<file path="src/rtl/pdr_pkg.sv">
`timescale 1ns / 1ps
// pdr_pkg: widths, codes, register map and control structs of the
// differential-drive PID block. No dependencies.
package pdr_pkg;

    localparam int DATA_W    = 16;
    localparam int KD_W      = 24;
    localparam int CFG_W     = KD_W;
    localparam int CFG_IDX_W = 3;
    localparam int STEP_W    = 15;
    localparam int SUM_W     = 19;
    localparam int DUTY_W    = 12;

    // +100 percent in Q8.8
    localparam logic signed [DATA_W-1:0] FULL_SCALE = 16'sd25600;

    typedef enum logic [1:0] {
        ACT_RAMP = 2'd0,
        ACT_PID  = 2'd1,
        ACT_SET  = 2'd2
    } t_action;

    typedef enum logic [CFG_IDX_W-1:0] {
        CFG_KP         = 3'd0,
        CFG_KI         = 3'd1,
        CFG_KD         = 3'd2,
        CFG_P_LIMIT    = 3'd3,
        CFG_I_LIMIT    = 3'd4,
        CFG_D_LIMIT    = 3'd5,
        CFG_ACCEL_STEP = 3'd6
    } t_cfg_idx;

    typedef struct packed {
        logic [DATA_W-1:0] kp;
        logic [DATA_W-1:0] ki;
        logic [KD_W-1:0]   kd;
        logic [DATA_W-1:0] p_limit;
        logic [DATA_W-1:0] i_limit;
        logic [DATA_W-1:0] d_limit;
        logic [STEP_W-1:0] accel_step;
    } t_cfg;

    localparam t_cfg CFG_RESET = '{
        kp:         16'd512,
        ki:         16'd256,
        kd:         24'd640000,
        p_limit:    16'd512,
        i_limit:    16'd512,
        d_limit:    16'd512,
        accel_step: 15'd2560
    };

    // pipeline advance and item kind for the PID term stages
    typedef struct packed {
        logic adv_b;
        logic adv_c;
        logic a_pid;
        logic b_pid;
    } t_pid_ctl;

    // final stage: advance and the item that moves into the result register
    typedef struct packed {
        logic    adv_o;
        t_action action;
        logic    motor_sel;
    } t_drive_ctl;

endpackage

</file>
<file path="src/rtl/pdr_pid.sv">
`timescale 1ns / 1ps
// pdr_pid: PID term stages. Registers the three gain products, then rounds,
// clamps and sums the P, I and D terms. Holds the integral and previous error. Uses pdr_pkg.
module pdr_pid import pdr_pkg::*; (
    input  logic                     i_clk,
    input  logic                     i_rst_n,
    input  t_pid_ctl                 i_ctl,
    input  t_cfg                     i_cfg,
    input  logic signed [DATA_W-1:0] i_rate_setpoint,
    input  logic signed [DATA_W-1:0] i_rate_measured,
    output logic signed [SUM_W-1:0]  o_sum
);

    localparam int ERR_W    = DATA_W + 1;
    localparam int DIFF_W   = ERR_W + 1;
    localparam int PROD_W   = 2 * ERR_W;
    localparam int PROD_D_W = DIFF_W + KD_W + 1;
    localparam int RND_W    = PROD_D_W - 7;

    // divide by 256, round to nearest with ties away from zero
    function automatic logic signed [RND_W-1:0] rnd_q8(
        input logic signed [PROD_D_W-1:0] x
    );
        logic [PROD_D_W-1:0] mag;
        logic [PROD_D_W-1:0] q;
        mag = x[PROD_D_W-1] ? PROD_D_W'(-x) : PROD_D_W'(x);
        q   = (mag + PROD_D_W'(128)) >> 8;
        return x[PROD_D_W-1] ? -$signed(q[RND_W-1:0]) : $signed(q[RND_W-1:0]);
    endfunction

    function automatic logic signed [ERR_W-1:0] clamp_lim(
        input logic signed [RND_W-1:0] x,
        input logic [DATA_W-1:0]       lim
    );
        logic signed [RND_W-1:0] hi;
        logic signed [RND_W-1:0] lo;
        hi = $signed(RND_W'(lim));
        lo = -hi;
        if (x > hi) begin
            return hi[ERR_W-1:0];
        end else if (x < lo) begin
            return lo[ERR_W-1:0];
        end else begin
            return x[ERR_W-1:0];
        end
    endfunction

    logic signed [ERR_W-1:0]    err;
    logic signed [DIFF_W-1:0]   diff;
    logic signed [PROD_W-1:0]   n_prod_p;
    logic signed [PROD_W-1:0]   n_prod_i;
    logic signed [PROD_D_W-1:0] n_prod_d;
    logic signed [PROD_W-1:0]   r_prod_p;
    logic signed [PROD_W-1:0]   r_prod_i;
    logic signed [PROD_D_W-1:0] r_prod_d;
    logic signed [ERR_W-1:0]    r_prev_err;
    logic signed [ERR_W-1:0]    r_integ;
    logic signed [RND_W-1:0]    i_acc;
    logic signed [ERR_W-1:0]    p_term;
    logic signed [ERR_W-1:0]    n_integ;
    logic signed [ERR_W-1:0]    d_term;
    logic signed [SUM_W-1:0]    n_sum;
    logic signed [SUM_W-1:0]    r_sum;

    assign err  = ERR_W'(i_rate_setpoint) - ERR_W'(i_rate_measured);
    assign diff = DIFF_W'(err) - DIFF_W'(r_prev_err);

    assign n_prod_p = err * $signed({1'b0, i_cfg.kp});
    assign n_prod_i = err * $signed({1'b0, i_cfg.ki});
    assign n_prod_d = diff * $signed({1'b0, i_cfg.kd});

    always_ff @(posedge i_clk) begin
        if (i_ctl.adv_b) begin
            r_prod_p <= n_prod_p;
            r_prod_i <= n_prod_i;
            r_prod_d <= n_prod_d;
        end
    end

    // previous error advances with PID items as they enter the product stage
    always_ff @(posedge i_clk) begin
        if (!i_rst_n) begin
            r_prev_err <= '0;
        end else if (i_ctl.adv_b && i_ctl.a_pid) begin
            r_prev_err <= err;
        end
    end

    assign p_term  = clamp_lim(rnd_q8(PROD_D_W'(r_prod_p)), i_cfg.p_limit);
    assign i_acc   = RND_W'(r_integ) + rnd_q8(PROD_D_W'(r_prod_i));
    assign n_integ = clamp_lim(i_acc, i_cfg.i_limit);
    assign d_term  = clamp_lim(rnd_q8(r_prod_d), i_cfg.d_limit);
    assign n_sum   = SUM_W'(p_term) + SUM_W'(n_integ) + SUM_W'(d_term);

    always_ff @(posedge i_clk) begin
        if (!i_rst_n) begin
            r_integ <= '0;
        end else if (i_ctl.adv_c && i_ctl.b_pid) begin
            r_integ <= n_integ;
        end
    end

    always_ff @(posedge i_clk) begin
        if (i_ctl.adv_c) begin
            r_sum <= n_sum;
        end
    end

    assign o_sum = r_sum;

endmodule

</file>
<file path="src/rtl/pdr_drive.sv">
`timescale 1ns / 1ps
// pdr_drive: motor stage. Scales the PID sum by 1/50 into the targets, applies
// set-target and ramp items, and registers the reported duty, direction and targets. Uses pdr_pkg.
module pdr_drive import pdr_pkg::*; (
    input  logic                     i_clk,
    input  logic                     i_rst_n,
    input  t_drive_ctl               i_ctl,
    input  logic [STEP_W-1:0]        i_accel_step,
    input  logic signed [DATA_W-1:0] i_target_percent,
    input  logic signed [SUM_W-1:0]  i_sum,
    output logic [DUTY_W-1:0]        o_left_duty,
    output logic                     o_left_forward,
    output logic [DUTY_W-1:0]        o_right_duty,
    output logic                     o_right_forward,
    output logic signed [DATA_W-1:0] o_left_goal,
    output logic signed [DATA_W-1:0] o_right_goal
);

    localparam int MAG_W       = SUM_W - 1;
    localparam int DIV_SHIFT   = 24;
    localparam int DIV_MULT_W  = 19;
    localparam int DIV_PROD_W  = MAG_W + DIV_MULT_W;
    localparam int QUOT_W      = DIV_PROD_W - DIV_SHIFT;
    localparam int WIDE_W      = DATA_W + 2;
    localparam int DUTY_SUM_W  = DATA_W + 6;
    // ceil(2^24 / 50): exact floor(n / 50) for every n below 2^18
    localparam logic [DIV_MULT_W-1:0] DIV50_MULT = 19'd335545;
    localparam logic [MAG_W-1:0]      DIV50_HALF = 18'd25;

    // step toward the goal by at most step, never passing it
    function automatic logic signed [DATA_W-1:0] ramp(
        input logic signed [DATA_W-1:0] cmd,
        input logic signed [DATA_W-1:0] goal,
        input logic [STEP_W-1:0]        step
    );
        logic signed [WIDE_W-1:0] s;
        logic signed [WIDE_W-1:0] up;
        logic signed [WIDE_W-1:0] dn;
        logic signed [WIDE_W-1:0] g;
        s  = $signed({{(WIDE_W-STEP_W){1'b0}}, step});
        up = WIDE_W'(cmd) + s;
        dn = WIDE_W'(cmd) - s;
        g  = WIDE_W'(goal);
        if (cmd < goal) begin
            return (up < g) ? up[DATA_W-1:0] : goal;
        end else if (cmd > goal) begin
            return (dn > g) ? dn[DATA_W-1:0] : goal;
        end else begin
            return cmd;
        end
    endfunction

    // |cmd| * 40 / 256, rounded half up
    function automatic logic [DUTY_W-1:0] duty_of(input logic signed [DATA_W-1:0] cmd);
        logic [DATA_W-1:0]     mag;
        logic [DUTY_SUM_W-1:0] scaled;
        mag    = cmd[DATA_W-1] ? DATA_W'(-cmd) : DATA_W'(cmd);
        scaled = DUTY_SUM_W'({mag, 5'b0}) + DUTY_SUM_W'({mag, 3'b0}) + DUTY_SUM_W'(128);
        return scaled[DUTY_W+7:8];
    endfunction

    logic [MAG_W-1:0]         sum_mag;
    logic [MAG_W-1:0]         dividend;
    logic [DIV_PROD_W-1:0]    div_prod;
    logic [DATA_W-1:0]        u_mag;
    logic signed [DATA_W-1:0] pid_right;
    logic signed [DATA_W-1:0] pid_left;
    logic signed [DATA_W-1:0] set_v;

    logic signed [DATA_W-1:0] r_left_cmd;
    logic signed [DATA_W-1:0] r_right_cmd;
    logic signed [DATA_W-1:0] r_left_tgt;
    logic signed [DATA_W-1:0] r_right_tgt;
    logic signed [DATA_W-1:0] n_left_cmd;
    logic signed [DATA_W-1:0] n_right_cmd;
    logic signed [DATA_W-1:0] n_left_tgt;
    logic signed [DATA_W-1:0] n_right_tgt;

    logic [DUTY_W-1:0]        r_left_duty;
    logic                     r_left_fwd;
    logic [DUTY_W-1:0]        r_right_duty;
    logic                     r_right_fwd;
    logic signed [DATA_W-1:0] r_left_goal;
    logic signed [DATA_W-1:0] r_right_goal;

    // u = sum / 50, ties away from zero; |u| stays under 4000, so no full-scale clamp
    assign sum_mag  = i_sum[SUM_W-1] ? MAG_W'(-i_sum) : MAG_W'(i_sum);
    assign dividend = sum_mag + DIV50_HALF;
    assign div_prod = DIV_PROD_W'(dividend) * DIV_PROD_W'(DIV50_MULT);
    assign u_mag    = DATA_W'(div_prod[DIV_PROD_W-1 -: QUOT_W]);
    assign pid_right = i_sum[SUM_W-1] ? -u_mag : u_mag;
    assign pid_left  = i_sum[SUM_W-1] ? u_mag : -u_mag;

    always_comb begin
        if (i_target_percent > FULL_SCALE) begin
            set_v = FULL_SCALE;
        end else if (i_target_percent < -FULL_SCALE) begin
            set_v = -FULL_SCALE;
        end else begin
            set_v = i_target_percent;
        end
    end

    always_comb begin
        n_left_cmd  = r_left_cmd;
        n_right_cmd = r_right_cmd;
        n_left_tgt  = r_left_tgt;
        n_right_tgt = r_right_tgt;
        unique case (i_ctl.action)
            ACT_RAMP: begin
                n_left_cmd  = ramp(r_left_cmd, r_left_tgt, i_accel_step);
                n_right_cmd = ramp(r_right_cmd, r_right_tgt, i_accel_step);
            end
            ACT_PID: begin
                n_left_tgt  = pid_left;
                n_right_tgt = pid_right;
            end
            ACT_SET: begin
                if (i_ctl.motor_sel) begin
                    n_right_tgt = -set_v;
                end else begin
                    n_left_tgt = set_v;
                end
            end
            default: ;
        endcase
    end

    always_ff @(posedge i_clk) begin
        if (!i_rst_n) begin
            r_left_cmd  <= '0;
            r_right_cmd <= '0;
            r_left_tgt  <= '0;
            r_right_tgt <= '0;
        end else if (i_ctl.adv_o) begin
            r_left_cmd  <= n_left_cmd;
            r_right_cmd <= n_right_cmd;
            r_left_tgt  <= n_left_tgt;
            r_right_tgt <= n_right_tgt;
        end
    end

    always_ff @(posedge i_clk) begin
        if (i_ctl.adv_o) begin
            r_left_duty  <= duty_of(n_left_cmd);
            r_left_fwd   <= (n_left_cmd > 0);
            r_right_duty <= duty_of(n_right_cmd);
            r_right_fwd  <= (n_right_cmd > 0);
            r_left_goal  <= n_left_tgt;
            r_right_goal <= n_right_tgt;
        end
    end

    assign o_left_duty     = r_left_duty;
    assign o_left_forward  = r_left_fwd;
    assign o_right_duty    = r_right_duty;
    assign o_right_forward = r_right_fwd;
    assign o_left_goal     = r_left_goal;
    assign o_right_goal    = r_right_goal;

    a_cmd_range: assert property (@(posedge i_clk) disable iff (!i_rst_n)
        r_left_cmd <= FULL_SCALE && r_left_cmd >= -FULL_SCALE &&
        r_right_cmd <= FULL_SCALE && r_right_cmd >= -FULL_SCALE)
        else $error("motor command outside full scale");

    a_left_no_overshoot: assert property (@(posedge i_clk) disable iff (!i_rst_n)
        i_ctl.adv_o && i_ctl.action == ACT_RAMP && r_left_cmd <= r_left_tgt
        |=> r_left_cmd <= r_left_tgt)
        else $error("left ramp passed its target");

    a_right_no_overshoot: assert property (@(posedge i_clk) disable iff (!i_rst_n)
        i_ctl.adv_o && i_ctl.action == ACT_RAMP && r_right_cmd >= r_right_tgt
        |=> r_right_cmd >= r_right_tgt)
        else $error("right ramp passed its target");

endmodule

</file>
<file path="src/rtl/pid_differential_drive_ramp_top.sv">
`timescale 1ns / 1ps
// pid_differential_drive_ramp_top: angular-rate PID with slew-limited motor
// commands for a two-wheel drive. Uses pdr_pkg, pdr_pid and pdr_drive.
//
// Usage:
//   Input channel (i_in_valid / o_in_stall) carries one item: ramp tick,
//   PID update or set-target. Output channel (o_out_valid / i_out_stall)
//   returns exactly one result per item, in order: duty and direction of
//   both motors after the item, plus both current targets.
//   A transfer happens on a rising edge with valid high and stall low.
//   Pipeline: input register, gain products, term sum, result register.
//   The result of an item passes through those four registers in order;
//   one item per cycle is sustained while i_out_stall stays low.
//   While i_out_stall holds a result, earlier empty stages keep filling;
//   o_in_stall rises only once all four stages hold items.
//   Configuration is a plain write port (i_cfg_we, i_cfg_idx, i_cfg_data),
//   one register per edge; write it only while no item is in flight.
//   Indexes past the last register are ignored.
//   Reset (synchronous, active low) restores the register defaults, clears
//   integral, previous error, commands and targets, and empties the pipeline.
module pid_differential_drive_ramp_top import pdr_pkg::*; (
    input  logic                     i_clk,
    input  logic                     i_rst_n,
    input  logic                     i_in_valid,
    output logic                     o_in_stall,
    input  logic [1:0]               i_action,
    input  logic signed [DATA_W-1:0] i_rate_setpoint,
    input  logic signed [DATA_W-1:0] i_rate_measured,
    input  logic                     i_motor_select,
    input  logic signed [DATA_W-1:0] i_target_percent,
    output logic                     o_out_valid,
    input  logic                     i_out_stall,
    output logic [DUTY_W-1:0]        o_left_duty,
    output logic                     o_left_forward,
    output logic [DUTY_W-1:0]        o_right_duty,
    output logic                     o_right_forward,
    output logic signed [DATA_W-1:0] o_left_goal,
    output logic signed [DATA_W-1:0] o_right_goal,
    input  logic                     i_cfg_we,
    input  logic [CFG_IDX_W-1:0]     i_cfg_idx,
    input  logic [CFG_W-1:0]         i_cfg_data
);

    t_cfg r_cfg;

    logic r_a_vld;
    logic r_b_vld;
    logic r_c_vld;
    logic r_o_vld;
    logic adv_b;
    logic adv_c;
    logic adv_o;
    logic in_take;

    logic [1:0]               r_a_action;
    logic signed [DATA_W-1:0] r_a_setpoint;
    logic signed [DATA_W-1:0] r_a_measured;
    logic                     r_a_sel;
    logic signed [DATA_W-1:0] r_a_target;
    logic [1:0]               r_b_action;
    logic                     r_b_sel;
    logic signed [DATA_W-1:0] r_b_target;
    logic [1:0]               r_c_action;
    logic                     r_c_sel;
    logic signed [DATA_W-1:0] r_c_target;

    logic signed [SUM_W-1:0] pid_sum;
    t_pid_ctl                pid_ctl;
    t_drive_ctl              drive_ctl;

    always_ff @(posedge i_clk) begin
        if (!i_rst_n) begin
            r_cfg <= CFG_RESET;
        end else if (i_cfg_we) begin
            unique case (t_cfg_idx'(i_cfg_idx))
                CFG_KP:         r_cfg.kp         <= i_cfg_data[DATA_W-1:0];
                CFG_KI:         r_cfg.ki         <= i_cfg_data[DATA_W-1:0];
                CFG_KD:         r_cfg.kd         <= i_cfg_data[KD_W-1:0];
                CFG_P_LIMIT:    r_cfg.p_limit    <= i_cfg_data[DATA_W-1:0];
                CFG_I_LIMIT:    r_cfg.i_limit    <= i_cfg_data[DATA_W-1:0];
                CFG_D_LIMIT:    r_cfg.d_limit    <= i_cfg_data[DATA_W-1:0];
                CFG_ACCEL_STEP: r_cfg.accel_step <= i_cfg_data[STEP_W-1:0];
                default: ;
            endcase
        end
    end

    // a stage advances when the next one is empty or advancing itself
    always_comb begin
        adv_o   = r_c_vld && (!r_o_vld || !i_out_stall);
        adv_c   = r_b_vld && (!r_c_vld || adv_o);
        adv_b   = r_a_vld && (!r_b_vld || adv_c);
        in_take = i_in_valid && (!r_a_vld || adv_b);
    end

    always_ff @(posedge i_clk) begin
        if (!i_rst_n) begin
            r_a_vld <= 1'b0;
            r_b_vld <= 1'b0;
            r_c_vld <= 1'b0;
            r_o_vld <= 1'b0;
        end else begin
            r_a_vld <= in_take || (r_a_vld && !adv_b);
            r_b_vld <= adv_b || (r_b_vld && !adv_c);
            r_c_vld <= adv_c || (r_c_vld && !adv_o);
            r_o_vld <= adv_o || (r_o_vld && i_out_stall);
        end
    end

    always_ff @(posedge i_clk) begin
        if (in_take) begin
            r_a_action   <= i_action;
            r_a_setpoint <= i_rate_setpoint;
            r_a_measured <= i_rate_measured;
            r_a_sel      <= i_motor_select;
            r_a_target   <= i_target_percent;
        end
        if (adv_b) begin
            r_b_action <= r_a_action;
            r_b_sel    <= r_a_sel;
            r_b_target <= r_a_target;
        end
        if (adv_c) begin
            r_c_action <= r_b_action;
            r_c_sel    <= r_b_sel;
            r_c_target <= r_b_target;
        end
    end

    assign pid_ctl.adv_b = adv_b;
    assign pid_ctl.adv_c = adv_c;
    assign pid_ctl.a_pid = (r_a_action == ACT_PID);
    assign pid_ctl.b_pid = (r_b_action == ACT_PID);

    pdr_pid u_pid (
        .i_clk           (i_clk),
        .i_rst_n         (i_rst_n),
        .i_ctl           (pid_ctl),
        .i_cfg           (r_cfg),
        .i_rate_setpoint (r_a_setpoint),
        .i_rate_measured (r_a_measured),
        .o_sum           (pid_sum)
    );

    assign drive_ctl.adv_o     = adv_o;
    assign drive_ctl.action    = t_action'(r_c_action);
    assign drive_ctl.motor_sel = r_c_sel;

    pdr_drive u_drive (
        .i_clk            (i_clk),
        .i_rst_n          (i_rst_n),
        .i_ctl            (drive_ctl),
        .i_accel_step     (r_cfg.accel_step),
        .i_target_percent (r_c_target),
        .i_sum            (pid_sum),
        .o_left_duty      (o_left_duty),
        .o_left_forward   (o_left_forward),
        .o_right_duty     (o_right_duty),
        .o_right_forward  (o_right_forward),
        .o_left_goal      (o_left_goal),
        .o_right_goal     (o_right_goal)
    );

    assign o_in_stall  = r_a_vld && !adv_b;
    assign o_out_valid = r_o_vld;

    a_stall_only_when_full: assert property (@(posedge i_clk) disable iff (!i_rst_n)
        o_in_stall |-> r_b_vld && r_c_vld && r_o_vld && i_out_stall)
        else $error("input stalled with a free pipeline stage");

    a_result_from_sum_stage: assert property (@(posedge i_clk) disable iff (!i_rst_n)
        $rose(r_o_vld) |-> $past(r_c_vld))
        else $error("result appeared without an item in the sum stage");

    a_sum_stage_holds: assert property (@(posedge i_clk) disable iff (!i_rst_n)
        r_c_vld && r_o_vld && i_out_stall |=> r_c_vld)
        else $error("sum stage dropped an item behind a stalled result");

endmodule

</file>
<file path="config.mk">
export PLATFORM = sky130hd
export DESIGN_NAME = pid_differential_drive_ramp_top
export DESIGN_NICKNAME = d
export VERILOG_FILES = /design/src/rtl/pdr_pkg.sv /design/src/rtl/pdr_pid.sv /design/src/rtl/pdr_drive.sv /design/src/rtl/pid_differential_drive_ramp_top.sv
export SDC_FILE = /design/constraint.sdc
export NUM_CORES = 2
export LEC_CHECK = 0
export ABC_CLOCK_PERIOD_IN_PS = 12900
export BUFFER_PORTS_ARGS = -buffer_cell sky130_fd_sc_hd__buf_2
export CORE_MARGIN = 2
export CORE_UTILIZATION = 50
export DETAILED_ROUTE_END_ITERATION = 10
export PLACE_DENSITY = 0.76
export SYNTH_ARGS = -nofsm -noshare
export SYNTH_HDL_FRONTEND = slang
export SYNTH_SLANG_ARGS = --single-unit
</file>
<file path="constraint.sdc">
create_clock -name i_clk -period 12.9 [get_ports i_clk]
set_input_delay 0.645 -clock i_clk [delete_from_list [all_inputs] [get_ports i_clk]]
set_output_delay 0.645 -clock i_clk [all_outputs]
set_load 0.1 [all_outputs]
</file>
==> flow_metrics.env <==
export IMPL_synth_distinct_cells=118
export IMPL_ys_flop_type="edfxtp_1"
export IMPL_io_buffers=142
export IMPL_place_gp_congestion=0.969
export IMPL_grt_pass1_vias=75100
export IMPL_finalCriticalPeriod_ps=12390
export IMPL_cts_sinks=498
export IMPL_ys_ff_latch=498
export IMPL_layout_drive_gt1_share_pct=8.07
export IMPL_cp_max_fo=5
export IMPL_timing_rr_start="u_pid.r_prod_i[4]"
export IMPL_syn_avg_cell_area_um2=8.50
export IMPL_seq_area_mm2=0.0127
export IMPL_rsz0062_at_grt="true"
export IMPL_finalCritPeriodShare_pct=96.0
export IMPL_synth_edf_count=277
export IMPL_antenna_found_initial=13
export IMPL_hold_class="in2reg"
export IMPL_cp_common_cell="o21ai_1"
export IMPL_seq_area_frac_synth_pct=14.6
export IMPL_grt_overflow=0
export IMPL_end_kind="flip-flop"
export IMPL_drv_cap=0
export IMPL_fin_nets=12400
export IMPL_start_util_pct=50.2
export IMPL_yosysTopAreaCell="fa_1"
export IMPL_fp_dieH_um=421
export IMPL_fp_dieArea_mm2=0.177
export IMPL_rows=153
export IMPL_worstMarginPinSlew_ps=1250
export IMPL_clock_root_buffer="clkbuf_16"
export IMPL_synth_top_area_share_pct=24.2
export IMPL_relSlewSlack_pct=16.4
export IMPL_cts_tree="built"
export IMPL_drt_first_iter_violations=6355
export IMPL_crit_arrival_ps=12860
export IMPL_firstDrtPassIters=6
export IMPL_critPathMaxStageDelay_ps=570
export IMPL_cts_path_max_buffers=3
export IMPL_clk_pin_slew_worst_paths_ps=80
export IMPL_track_usage_pct=28.4
export IMPL_vias=73900
export IMPL_n_fill_cell=15600
export IMPL_vias_per_cell=5.81
export IMPL_ys_warnings_count=0
export IMPL_postCtsHoldBufs=0
export IMPL_cp_startpoint="u_pid.r_prod_i[4]"
export IMPL_numCtsBuffers=61
export IMPL_slew_violations=0
export IMPL_hold_viol_final=0
export IMPL_setup_violations=0
export IMPL_hold_start="i_rate_setpoint[12]"
export IMPL_max_freq_mhz=80.7
export IMPL_routedWlPerCell_um=20.0
export IMPL_ios=143
export IMPL_critPathLaunchType="flip-flop"
export IMPL_die_x_um=421
export IMPL_synth_area_mm2=0.0870
export IMPL_critPathRequiredTime_ps=13370
export IMPL_drc_errors=0
export IMPL_postRouteAntennaNets=0
export IMPL_skew_ps=111
export IMPL_syn_num_nets=12300
export IMPL_syn2layout_area_growth_pct=8.31
export IMPL_slowest_stage="or4bb_4"
export IMPL_status="completed"
export IMPL_wirelength_mm=255
export IMPL_dp_slack_ps=-670
export IMPL_insertion_delay_ps=770
export IMPL_final_common_cell="inv_1"
export IMPL_grt_pass1_wl_mm=407
export IMPL_postSynth_asyncResetShare_pct=0
export IMPL_worst_slack_ps=512
export IMPL_final_cell_mix="inv_1, nand2_1, fa_1, ha_1, a21oi_1"
export IMPL_hpwl_mm=201
export IMPL_grt_start_max_net_pins=77
export IMPL_htreeDepth=2
export IMPL_crit_type="reg2reg"
export IMPL_multiInputGateArea_mm2=0.0671
export IMPL_synthCells=10200
export IMPL_core_area_mm2=0.173
export IMPL_synthTopCellsByArea="fa_1, ha_1, edfxtp_1, inv_1, nand2_1"
==> through the flow <==
step | setup TNS (ps) | cells | hold slack [ps] | cell area (um2) | utilization, %
floorplan | -190 | 10200 | 400 | 87000 | -
global placement | -962 | 12600 | 403 | 91600 | 52.8
detailed placement | -1140 | 12600 | 405 | 91600 | 52.8
CTS | 0 | 12700 | 51.9 | 93800 | 54.1
global route | -308 | 12700 | 69.8 | 94200 | 54.3
finish | 0 | 12700 | 85.8 | 94200 | 54.3
==> final cells by class <==
type / instances / share of cell area (%)
sequential: 498 / 13.5
tap: 2325 / 3.09
multi-input combinational: 7694 / 71.2
timing repair buffer: 497 / 3.62
inverter: 1578 / 6.29
clock buffer: 70 / 1.71
antenna: 8 / 0.0212
clock inverter: 45 / 0.568
==> state kept, by name (all words and copies together), names as in the netlist, 17 cells and up <==
| register | count |
|---|---|
| r_cfg | 119 |
| u_pid.o_sum | 19 |
| u_pid.r_integ | 17 |
| u_pid.r_prev_err | 17 |
| u_pid.r_prod_d | 43 |
| u_pid.r_prod_i | 34 |
| u_pid.r_prod_p | 34 |
==> Yosys cell counts, types with 29 or more instances <==
| master | n |
|---|---|
| o31ai_1 | 55 |
| a211oi_1 | 73 |
| a31oi_1 | 71 |
| nor2_1 | 527 |
| a311oi_1 | 31 |
| nand4_1 | 75 |
| dfxtp_1 | 221 |
| ha_1 | 932 |
| xnor2_1 | 399 |
| nor3_1 | 169 |
| a21o_1 | 104 |
| clkbuf_1 | 407 |
| a21boi_0 | 51 |
| o211ai_1 | 86 |
| edfxtp_1 | 277 |
| or4_1 | 29 |
| buf_1 | 30 |
| nand2b_1 | 155 |
| and2_1 | 384 |
| nor4_1 | 73 |
| nand2_1 | 1214 |
| or2_2 | 39 |
| nand3_1 | 197 |
| or3_1 | 84 |
| fa_1 | 1052 |
| xor2_1 | 146 |
| inv_1 | 1574 |
| nor2b_1 | 134 |
| o21ai_0 | 316 |
| and3_1 | 79 |
| a21oi_1 | 527 |
| o22ai_1 | 36 |
| mux2i_1 | 82 |
| o21a_1 | 76 |
==> logic make-up after synthesis <==
kind of cell	synth area share, %
flip-flops	14.6
multiplexers	1.27
AO/OA/AOI/OAI	13.5
buffers and inverters	8.88
AND/OR/NAND/NOR	18.6
XOR/XNOR	5.51
adder cells (fa/ha/maj)	37.6
==> critical path: cells and delay by family, from the launching register on <==
family	cells	cell delay, ps
AO/OA/AOI/OAI	32	5680
AND/OR/NAND/NOR	12	3180
adder cells (fa/ha/maj)	5	1750
XOR/XNOR	4	610
buffers and inverters	3	400
flip-flops	1	390
multiplexers	1	110
==> routing by layer <==
metal,vias to the layer above,part of all wire (%),GRT usage (%)
li1,34200,-,-
met1,36200,41,36.6
met2,2941,47,47.4
met3,548,7.9,4.69
met4,4,4.5,11.8
met5,-,0.011,0
==> what timing repair did <==
item	in CTS	in global routing
gates resized for setup	23	73
setup buffers	0	13
setup endpoints to repair	3	13
pin swaps	4	32
==> final timing paths <==
path	to	slack (ps)	cells after the start
max reg2reg	u_pid.o_sum[17]	510	57
min reg2reg	r_c_target[2]	420	0
max	u_pid.o_sum[17]	510	57
min	r_a_setpoint[12]	90	1
Power is not shown: default switching activity piles up to over one toggle a cycle in this logic, so the estimate is an artifact.
